`config.mk`:
```
export PLATFORM = sky130hd
export DESIGN_NAME = mcete_ctrl
export DESIGN_NICKNAME = d
export VERILOG_FILES = /design/src/sv/assert_macros.svh /design/src/sv/mcete_pkg.sv /design/src/sv/mcete_ctrl.sv
export SDC_FILE = /design/constraint.sdc
export NUM_CORES = 1
export LEC_CHECK = 0
export BUFFER_PORTS_ARGS = -buffer_cell sky130_fd_sc_hd__buf_2
export CAP_MARGIN = 20
export CORE_MARGIN = 3
export CORE_UTILIZATION = 46
export CTS_CLUSTER_SIZE = 40
export DETAILED_ROUTE_END_ITERATION = 8
export PLACE_DENSITY_LB_ADDON = 0.05
export REMOVE_ABC_BUFFERS = 1
export SYNTH_ARGS = -nofsm -noshare
export SYNTH_HDL_FRONTEND = slang
export SYNTH_SLANG_ARGS = --single-unit
```
`constraint.sdc`:
```
create_clock -name clk -period 1.8 [get_ports clk]
set_input_delay 0.09 -clock clk [delete_from_list [all_inputs] [get_ports clk]]
set_output_delay 0.09 -clock clk [all_outputs]
set_load 0.02 [all_outputs]
```
`src/sv/assert_macros.svh`:
```
// assertion macros used by the top-level rtl file
`ifndef ASSERT_MACROS_SVH
`define ASSERT_MACROS_SVH

// same-cycle implication, sampled on clk, off while rst_n is low
`define CHK_IMPLY(name, a, c, msg) \
    name: assert property (@(posedge clk) disable iff (!rst_n) (a) |-> (c)) else $error(msg);

// next-cycle implication, sampled on clk, off while rst_n is low
`define CHK_NEXT(name, a, c, msg) \
    name: assert property (@(posedge clk) disable iff (!rst_n) (a) |=> (c)) else $error(msg);

`endif

```
`src/sv/mcete_pkg.sv`:
```
// types, codes and constants of the tween engine
package mcete_pkg;

    localparam int DEF_TABLE_DEPTH = 16;
    localparam int DEF_FRAC_BITS   = 16;
    localparam int MAX_RESULTS     = 16;
    localparam int CNT_W           = $clog2(MAX_RESULTS + 1);

    localparam logic [2:0] OP_START      = 3'd0;
    localparam logic [2:0] OP_CANCEL_ID  = 3'd1;
    localparam logic [2:0] OP_CANCEL_ALL = 3'd2;
    localparam logic [2:0] OP_SNAP       = 3'd3;
    localparam logic [2:0] OP_TICK       = 3'd4;

    localparam logic [2:0] CURVE_LINEAR     = 3'd0;
    localparam logic [2:0] CURVE_OUT_QUAD   = 3'd1;
    localparam logic [2:0] CURVE_INOUT_QUAD = 3'd2;
    localparam logic [2:0] CURVE_OUT_CUBIC  = 3'd3;
    localparam logic [2:0] CURVE_IN_CUBIC   = 3'd4;
    localparam logic [2:0] CURVE_INOUT_CUBIC = 3'd5;

    localparam logic [1:0] MODE_SCALED   = 2'd0;
    localparam logic [1:0] MODE_UNSCALED = 2'd1;

    localparam logic [1:0] CFG_MOTION  = 2'd0;
    localparam logic [1:0] CFG_SPEED   = 2'd1;
    localparam logic [1:0] CFG_REDUCED = 2'd2;

    localparam logic [15:0] SPEED_RESET = 16'd256;
    localparam logic [31:0] SNAP_US     = 32'd1000;
    localparam logic [15:0] ID_FIRST    = 16'd1;
    localparam logic [15:0] ID_LAST     = 16'hFFFF;

    typedef enum logic [2:0] {
        KIND_STARTED,
        KIND_IMMEDIATE,
        KIND_FULL,
        KIND_UPDATE,
        KIND_ACK,
        KIND_IDLE
    } kind_t;

    typedef enum logic [2:0] {
        VS_ZERO,
        VS_IN_TO,
        VS_IN_FROM,
        VS_SLOT_TO,
        VS_INTERP
    } val_sel_t;

    typedef enum logic [1:0] {
        ID_NONE,
        ID_NEW,
        ID_SLOT
    } id_sel_t;

    typedef struct packed {
        logic     load;
        logic     rd;
        logic     idx_inc;
        logic     div_go;
        logic     div_tick;
        logic     u_ld;
        logic     ease_a;
        logic     ease_b;
        logic     ease_c;
        logic     mul;
        logic     clr_all;
        logic     clr_slot;
        logic     wr_slot;
        logic     wr_snap;
        logic     pend_set;
        kind_t    pend_kind;
        logic     pend_done;
        val_sel_t pend_val;
        id_sel_t  pend_id;
        logic     send;
        logic     send_last;
        logic     send_dflt;
        kind_t    dflt_kind;
    } dp_cmd_t;

    typedef struct packed {
        logic [2:0] op;
        logic       respect;
        logic       scale;
        logic       motion;
        logic       eff_zero;
        logic       full;
        logic       slot_vld;
        logic       id_match;
        logic       slot_respect;
        logic       tdone;
        logic       idx_last;
        logic       div_busy;
        logic       pend_vld;
        logic       out_free;
    } dp_stat_t;

endpackage

```
`src/sv/mcete_ctrl.sv`:
```
// command sequencer: start and cancel-all, plus cancel-by-id, snap and tick walks over the table
module mcete_ctrl (
    input  logic                clk,
    input  logic                rst_n,
    input  logic                in_valid,
    output logic                in_ready,
    input  mcete_pkg::dp_stat_t stat,
    output mcete_pkg::dp_cmd_t  c
);
    import mcete_pkg::*;

    typedef enum logic [3:0] {
        ST_IDLE,
        ST_DISPATCH,
        ST_SDIV,
        ST_SEFF,
        ST_RD,
        ST_EV,
        ST_TDIV,
        ST_TU,
        ST_EA,
        ST_EB,
        ST_EC,
        ST_MUL,
        ST_PUSH,
        ST_FINAL
    } state_t;

    state_t           state_reg, state_next;
    logic [CNT_W-1:0] n_reg, n_next;

    always_comb
    begin
        c          = '0;
        state_next = state_reg;
        n_next     = n_reg;
        case (state_reg)
            ST_IDLE:
            begin
                if (in_valid)
                begin
                    c.load     = 1'b1;
                    n_next     = '0;
                    state_next = ST_DISPATCH;
                end
            end
            ST_DISPATCH:
            begin
                case (stat.op)
                    OP_START:
                    begin
                        if (stat.respect && !stat.motion)
                        begin
                            c.pend_set  = 1'b1;
                            c.pend_kind = KIND_IMMEDIATE;
                            c.pend_val  = VS_IN_TO;
                            c.pend_done = 1'b1;
                            state_next  = ST_FINAL;
                        end
                        else if (stat.scale)
                        begin
                            c.div_go   = 1'b1;
                            state_next = ST_SDIV;
                        end
                        else
                        begin
                            state_next = ST_SEFF;
                        end
                    end
                    OP_CANCEL_ID, OP_SNAP, OP_TICK: state_next = ST_RD;
                    OP_CANCEL_ALL:
                    begin
                        c.clr_all  = 1'b1;
                        state_next = ST_FINAL;
                    end
                    default: state_next = ST_FINAL;
                endcase
            end
            ST_SDIV:
            begin
                if (!stat.div_busy)
                begin
                    state_next = ST_SEFF;
                end
            end
            ST_SEFF:
            begin
                c.pend_set = 1'b1;
                if (stat.eff_zero)
                begin
                    c.pend_kind = KIND_IMMEDIATE;
                    c.pend_val  = VS_IN_TO;
                    c.pend_done = 1'b1;
                end
                else if (stat.full)
                begin
                    c.pend_kind = KIND_FULL;
                end
                else
                begin
                    c.wr_slot   = 1'b1;
                    c.pend_kind = KIND_STARTED;
                    c.pend_val  = VS_IN_FROM;
                    c.pend_id   = ID_NEW;
                end
                state_next = ST_FINAL;
            end
            ST_RD:
            begin
                if (stat.op == OP_TICK && n_reg == CNT_W'(MAX_RESULTS))
                begin
                    state_next = ST_FINAL;
                end
                else
                begin
                    c.rd       = 1'b1;
                    state_next = ST_EV;
                end
            end
            ST_EV:
            begin
                state_next = stat.idx_last ? ST_FINAL : ST_RD;
                c.idx_inc  = !stat.idx_last;
                if (stat.slot_vld)
                begin
                    if (stat.op == OP_CANCEL_ID)
                    begin
                        c.clr_slot = stat.id_match;
                    end
                    else if (stat.op == OP_SNAP)
                    begin
                        if (stat.slot_respect)
                        begin
                            if (n_reg != CNT_W'(MAX_RESULTS))
                            begin
                                c.idx_inc  = 1'b0;
                                state_next = ST_PUSH;
                            end
                            else
                            begin
                                c.wr_snap = 1'b1;
                            end
                        end
                    end
                    else
                    begin
                        c.idx_inc = 1'b0;
                        if (stat.tdone)
                        begin
                            state_next = ST_TU;
                        end
                        else
                        begin
                            c.div_go   = 1'b1;
                            c.div_tick = 1'b1;
                            state_next = ST_TDIV;
                        end
                    end
                end
            end
            ST_TDIV:
            begin
                c.div_tick = 1'b1;
                if (!stat.div_busy)
                begin
                    state_next = ST_TU;
                end
            end
            ST_TU:
            begin
                c.u_ld     = 1'b1;
                state_next = ST_EA;
            end
            ST_EA:
            begin
                c.ease_a   = 1'b1;
                state_next = ST_EB;
            end
            ST_EB:
            begin
                c.ease_b   = 1'b1;
                state_next = ST_EC;
            end
            ST_EC:
            begin
                c.ease_c   = 1'b1;
                state_next = ST_MUL;
            end
            ST_MUL:
            begin
                c.mul      = 1'b1;
                state_next = ST_PUSH;
            end
            ST_PUSH:
            begin
                if (!stat.pend_vld || stat.out_free)
                begin
                    c.send      = stat.pend_vld;
                    c.pend_set  = 1'b1;
                    c.pend_kind = KIND_UPDATE;
                    c.pend_id   = ID_SLOT;
                    if (stat.op == OP_SNAP)
                    begin
                        c.pend_val = VS_SLOT_TO;
                        c.wr_snap  = 1'b1;
                    end
                    else
                    begin
                        c.pend_val  = VS_INTERP;
                        c.pend_done = stat.tdone;
                        c.clr_slot  = stat.tdone;
                    end
                    n_next     = n_reg + 1'b1;
                    c.idx_inc  = !stat.idx_last;
                    state_next = stat.idx_last ? ST_FINAL : ST_RD;
                end
            end
            ST_FINAL:
            begin
                if (stat.out_free)
                begin
                    c.send      = stat.pend_vld;
                    c.send_last = 1'b1;
                    c.send_dflt = !stat.pend_vld;
                    c.dflt_kind = (stat.op == OP_TICK) ? KIND_IDLE : KIND_ACK;
                    state_next  = ST_IDLE;
                end
            end
            default: state_next = ST_IDLE;
        endcase
    end

    always_ff @(posedge clk or negedge rst_n)
    begin
        if (!rst_n)
        begin
            state_reg <= ST_IDLE;
            n_reg     <= '0;
        end
        else
        begin
            state_reg <= state_next;
            n_reg     <= n_next;
        end
    end

    assign in_ready = (state_reg == ST_IDLE);
endmodule

```
Yosys cells after proc, flatten, opt, wreduce, memory -nomap -nowiden:

Index checks and enable logic that the tools add are counted.

* add/sub/neg operators: 1
* eq/ne operators: 24
* mux-type cells: 76
* reduce and logical (&&, ||, !) cells: 12

Operators by type and width (number)
* 2-to-1 mux 4 bit: 14
* one-hot mux 4 bit (14 select lines): 1
* 2-to-1 mux 1 bit: 35
* == test 4 bit (second input constant): 6
* one-hot mux 8 bit (3 select lines): 1
* == test 4 x 3 -> 1 bit (second input constant): 4
* 2-to-1 mux 8 bit: 2
* 2-to-1 mux 5 bit: 3
* 2-to-1 mux 12 bit: 1
* 2-to-1 mux 3 bit: 4
* one-hot mux 1 bit (2 select lines): 6
* 2-to-1 mux 2 bit: 5
* inequality test 2 bit (second input constant): 5
* one-hot mux 5 bit (2 select lines): 1
* == test 4 x 2 -> 1 bit (second input constant): 2
* one-hot mux 4 bit (2 select lines): 1
* == test 3 x 2 -> 1 bit (second input constant): 2
* 2-to-1 mux 6 bit: 1
* adder 5 x 1 -> 5 bit (second input constant): 1
* == test 5 bit (second input constant): 1
* inequality test 5 bit (second input constant): 1
* AND reduction 5 bit: 1
* == test 4 x 1 -> 1 bit (second input constant): 1
* zero test 4 bit: 1
* other kinds (10): 13

* register bits: 9
* bits of input ports: 19

Depth between registers and ports, before layout:

Gate-level depths: netlist of run 1.

* depth in word-level cells: 7
* depth in mapped cells: 7
* mapped depth without buffers: 6

Worst setup path after synthesis of run 1:

Ideal clock, no wire load.

* path type: register -> output
* from: register state_reg[3]
* to: output c[19] (netlist bit)
* data arrival time: 1.685 ns
* setup slack: 0.025 ns
* stages on the path, launching flop included: 4
* cell sequence: dfrtp_1 buf_2 nor4b_2 nor4bb_1

RTL lines
* start: declaration: RTL line mcete_ctrl.sv:29 `state_t state_reg, state_next;`
* start signal: assignment: RTL line mcete_ctrl.sv:242 `state_reg <= state_next;`
* end: declaration: RTL line mcete_ctrl.sv:8 `output mcete_pkg::dp_cmd_t c`

==> results of run 1 <==
==> placed cells by master, fill, tap and decap left out, types with 2 or more instances in the layout <==
master and count:
a21o_1 2, a21oi_1 13, a32o_1 2, and2_1 3, buf_2 37, buf_4 29, clkbuf_4 3, conb_1 2
dfrtp_1 5, dfrtp_2 4, inv_1 8, nand2_1 16, nand2b_1 6, nand3_1 4, nand3b_1 4, nand4_1 3
nor2_1 14, nor2_4 2, nor3_1 5, nor3b_1 2, o211ai_1 2, o21ai_0 8, o31ai_1 4, or4_1 2
==> final cells by class <==
type / instances / area (sq um)
clock buffer: 4 / 26.3
fill: 170 / 497
inverter: 9 / 33.8
multi-input combinational: 122 / 797
sequential: 9 / 230
tap: 27 / 33.8
timing repair buffer: 68 / 424
==> kinds of logic after synthesis <==
logic type	synth area share
buf+inv	0.0821
compound gates	0.274
flops	0.217
fa+ha+maj	0.0242
other cells	0.00362
simple gates	0.389
mux	0.00966
==> timing repair <==
action	CTS	global route
setup buffers	9	1
pin swaps	1	4
setup endpoints to repair	10	16
hold endpoints to repair	9	0
cloned	0	0
hold buffers	1	0
resized for setup	11	21
==> where the power goes <==
group	switching, mW	internal [mW]	total [mW]	leakage [nW]
clock	0.0752	0.0854	0.161	0.0150
combinational	0.806	0.624	1.43	0.647
sequential	0.120	0.283	0.403	0.111
total	1.00	0.992	1.99	0.774
==> path summary, 6_finish.rpt <==
check	start	to	slack [ps]	cells after the start
worst max-delay path	n_reg[0]	c[16]	7	7
worst min-delay path	rst_n	state_reg[1]	210	2
worst max register to register	state_reg[2]	n_reg[3]	30	4
worst min register to register	n_reg[4]	n_reg[4]	610	2
max in group asynchronous	rst_n	state_reg[0]	1380	2
min in group clk	stat[0]	state_reg[0]	230	3
==> per-layer routing <==
metal  vias to the layer above  wire, um  global-route usage
met2                        88      1660               0.439
met5                         -         0                   0
li1                        664         -                   -
met4                         0        45              0.0511
met3                        12       330              0.0338
met1                       645      1440               0.306
==> worst reg2reg max path, delay by kind of cell (launching register included) <==
family | cells | cell delay [ps]
AO/OA/AOI/OAI | 2 | 410
flip-flops | 1 | 470
AND/OR/NAND/NOR | 2 | 820
==> impl_metrics.py, run 1 <==
metrics = {
    "cts": {
        "ctsRootBufferMaster": "clkbuf_4",
        "clk_path_buf_depth": 2,
        "cts_sinks": 9,
        "htreeDepth": 1,
        "clock_latency_ps": 260,
        "numCtsBuffers": 3,
        "clk_pin_slew_worst_paths_ps": 70,
        "cts_tree": "built",
    },
    "place": {
        "routabilityCongestion": 0.890,
        "placed_cell_area_sq_um": 1330,
        "io_buffers": 47,
        "place_inst": 224,
        "dp_slack_ps": 82.3,
        "hpwl_um": 2530,
    },
    "sta": {
        "finalHoldViolCount": 0,
        "fmax_ghz": 0.558,
        "setup-tns-final_ps": 0,
        "fin_ws_ps": 6.91,
        "slew_viol_final": 0,
        "period_share": 0.996,
        "slew_headroom": 0.662,
        "worst_slew_pin_slew_ps": 506,
        "min_period_ps": 1790,
        "rsz0062_at_grt": "true",
        "whs_ps": 214,
        "fin_skew_ps": 3.76,
        "setup_violations": 0,
    },
    "grt": {
        "first_global_vias": 1240,
        "grt_start_max_net_pins": 10,
        "grt.overflow.total": 0,
        "antenna_found_initial": 0,
        "grt_pass1_wl_um": 5310,
        "grt.total_usage": 0.245,
    },
    "synthesis": {
        "synthTopCellsByArea": "dfrtp_1 22%, a21oi_1 6.3%, nand2_1 5.8%",
        "yosys-top-cells-count": "16 x nand2_1, 16 x nor2_1, 13 x a21oi_1",
        "synth_cells": 148,
        "synth_top_area_frac": 0.217,
        "yosysWarnings": 0,
        "synth_area_per_cell_sq_um": 7.00,
        "ys_seq_area_frac": 0.217,
        "synth_flop_cell": "dfrtp_1",
        "syn_area_sq_um": 1040,
        "yosysTopAreaCell": "dfrtp_1",
        "async_flop_share": 1.00,
        "synth.distinct_cells": 44,
        "synth-edff-count": 0,
        "ys_seq_elements": 9,
    },
    "floorplan": {
        "die_area_sq_um": 2860,
        "fp-row-count": 16,
        "design.core.area_sq_um": 2040,
        "ios": 50,
        "fp.dieH_um": 53.5,
        "die_x_um": 53.5,
        "start_util": 0.507,
    },
    "layout": {
        "synthToLayoutAreaGrowth_pct": 49.2,
        "diodes": 0,
        "fin_cells": 239,
        "nNetsFinal": 234,
        "largest_register_ffs": 5,
        "drive_gt1_frac": 0.410,
        "design_area_sq_um": 1550,
        "post-route-util": 0.757,
    },
    "power": {
        "p_total_mw": 1.99,
        "power.leakage_nw": 0.774,
        "max-vdd-ir-drop_uv": 992,
        "p_per_area_nw_per_um2": 1290,
    },
    "critical_path": {
        "cp_max_fo": 3,
        "crit_type": "register to output port",
        "startpoint_type": "register",
        "cp_slowest_stage_delay_ps": 380,
        "required_ps": 1710,
        "worst_path_max_delay_cell": "dfrtp_1",
        "end_kind": "output port",
        "crit_path_cell_trace": "inv_1 -> ha_2 -> nor4bb_4 -> buf_4 -> nand4_1 -> a21oi_1 -> buf_4",
        "cp.arrival_ps": 1700,
        "cp.buffers_inverters": 3,
        "cp_common_cell": "buf_4",
        "crit_family": "flip-flops",
    },
    "drt": {
        "vias": 1409,
        "drcViolationCount": 0,
        "drt-initial-drc-count": 63,
        "ant_nets": 0,
        "drt-total-wl_um": 3480,
        "wl_per_cell_um": 14.5,
        "via_per_inst": 5.90,
        "first_pass_iters": 6,
    },
    "job": {
        "drv_cap": 0,
    },
    "status": {
        "outcome": "finished clean",
    },
    "worst_hold_path": {
        "hp-class": "primary input to asynchronous set/reset pin",
    },
}
Power figures use the tool's default switching activity.
==> run 2, diff against run 1 <==
Settings changed: BUFFER_PORTS_ARGS -buffer_cell sky130_fd_sc_hd__buf_2 to default, CORE_UTILIZATION 46 to 55, DONT_BUFFER_PORTS from default to 1, SETUP_SLACK_MARGIN from default to 0.4.
Clock period 1.8 ns to 2.3 ns, I/O delays scaled along.
==> run 2 against run 1 <==
Net effect: highest routed layer unchanged; global-route usage increased by 0.54 points; first-iteration DRC count increased by 6.3%; final area decreased by 17%.
==> impl_metrics.py, run 2 (synthesized netlist as in run 1, its figures left out) <==
metrics = {
    "critical_path": {
        "required_ps": 2180,
        "rr_worst_depth": 8,
        "crit_path_cell_trace": "nand2b_1 -> or3_1 -> a21oi_2",
        "reg2reg_to": "state_reg[3]",
        "reg2reg_slack_ps": 600,
        "crit_type": "register to output port",
        "startpoint_type": "register",
        "cp_max_fo": 8,
        "cp.arrival_ps": 1740,
        "end_kind": "output port",
        "r2r-start": "n_reg[1]",
        "worst_path_max_delay_cell": "or3_1",
        "cp_slowest_stage_delay_ps": 440,
    },
    "floorplan": {
        "design.core.area_sq_um": 1750,
        "die_area_sq_um": 2440,
        "fp.dieH_um": 49.4,
        "ios": 50,
        "die_x_um": 49.4,
        "fp-row-count": 15,
        "start_util": 0.594,
    },
    "sta": {
        "fmax_ghz": 0.538,
        "min_period_ps": 1860,
        "finalHoldViolCount": 0,
        "fin_ws_ps": 442,
        "fin_skew_ps": 3.70,
        "worst_slew_pin_slew_ps": 691,
        "slew_viol_final": 0,
        "slew_headroom": 0.538,
        "whs_ps": 91.6,
        "period_share": 0.808,
        "setup_violations": 0,
        "rsz0062_at_grt": "true",
        "setup-tns-final_ps": 0,
    },
    "layout": {
        "largest_register_ffs": 5,
        "fin_cells": 191,
        "n_fill_cell": 136,
        "final_common_cell": "buf_4",
        "post-route-util": 0.733,
        "diodes": 0,
        "synthToLayoutAreaGrowth_pct": 23.4,
        "layout_common_cells": "20 x buf_4, 15 x nand2_1, 13 x nor2_1",
        "nNetsFinal": 188,
        "design_area_sq_um": 1280,
        "drive_gt1_frac": 0.241,
    },
    "worst_hold_path": {
        "worstHoldStart": "stat[0]",
        "hold_path_depth": 2,
        "hp-class": "primary input to register",
        "hold_path_end": "state_reg[0]",
    },
    "grt": {
        "first_global_vias": 1096,
        "grt.total_usage": 0.250,
        "antenna_found_initial": 0,
        "grt_pass1_wl_um": 4850,
        "grt.overflow.total": 0,
        "grt_start_max_net_pins": 14,
    },
    "cts": {
        "ctsRootBufferMaster": "clkbuf_4",
        "clk_path_buf_depth": 2,
        "numCtsBuffers": 3,
        "cts_sinks": 9,
        "clock_latency_ps": 260,
        "htreeDepth": 1,
        "clk_pin_slew_worst_paths_ps": 60,
        "cts_tree": "built",
    },
    "place": {
        "hpwl_um": 2090,
        "place_inst": 174,
        "io_buffers": 0,
        "routabilityCongestion": 0.876,
        "placed_cell_area_sq_um": 1090,
        "dp_slack_ps": 371,
    },
    "drt": {
        "ant_nets": 0,
        "wl_per_cell_um": 16.0,
        "drt-initial-drc-count": 67,
        "vias": 1224,
        "via_per_inst": 6.41,
        "first_pass_iters": 4,
        "drcViolationCount": 0,
        "drt-total-wl_um": 3050,
    },
    "job": {
        "drv_cap": 0,
    },
    "power": {
        "p_per_area_nw_per_um2": 1060,
        "max-vdd-ir-drop_uv": 610,
        "p_total_mw": 1.36,
        "power.leakage_nw": 0.550,
    },
    "status": {
        "outcome": "finished clean",
    },
}
run 2: cell count changes in the layout (fill, tap and decap cells not counted), sizes merged:
| cell | previous run | this run |
|---|---|---|
| buf | 67 | 21 |
run 2: critical path: cells and delay by family, from the launching register on:
kind	cells	cell delay, ps
and+or+nand+nor	2	770
AOI/OAI and AO/OA	1	280
DFF	1	430
run 2: worst max-delay path by stage:
stage               slack [ps]  endpoint    startpoint  cells after the start
finish                     440     c[25]  state_reg[1]                      3
global route               340     c[18]  state_reg[0]                      7
CTS                        410      c[8]  state_reg[3]                      5
detailed placement         370     c[18]  state_reg[1]                      7
global placement           460     c[18]  state_reg[1]                      7
floorplan                  390     c[18]  state_reg[1]                      6
run 2: area by class of cell:
| class | instances | area [sq um] | area share |
|---|---|---|---|
| clock buffer | 4 | 26.3 | 0.0205 |
| sequential | 9 | 230 | 0.180 |
| timing repair buffer | 22 | 171 | 0.134 |
| tap | 25 | 31.3 | 0.0245 |
| multi-input combinational | 122 | 783 | 0.613 |
| inverter | 9 | 36.3 | 0.0284 |
run 2: report_power, final:
| part | internal [mW] | switching, mW | total (mW) |
|---|---|---|---|
| combinational | 0.350 | 0.552 | 0.902 |
| clock | 0.0670 | 0.0577 | 0.125 |
| sequential | 0.221 | 0.111 | 0.332 |
| total | 0.638 | 0.720 | 1.36 |
run 2: per-layer routing:
| metal | global-route usage | routed length, um | up-vias | part of all wire |
|---|---|---|---|---|
| met4 | 0.0968 | 70 | 0 | 0.023 |
| met5 | 0 | 0 | - | 0 |
| met1 | 0.313 | 1200 | 542 | 0.39 |
| li1 | - | - | 573 | - |
| met3 | 0.0734 | 378 | 13 | 0.12 |
| met2 | 0.404 | 1400 | 96 | 0.46 |
run 2: repair_timing:
| action | in CTS | in global routing |
|---|---|---|
| pin swaps | 1 | 4 |
| setup endpoints to repair | 12 | 10 |
| cloned | 0 | 0 |
| setup buffers | 4 | 8 |
| endpoints found under the hold margin | 9 | 0 |
| gates resized for setup | 13 | 7 |
| hold buffers | 1 | 0 |
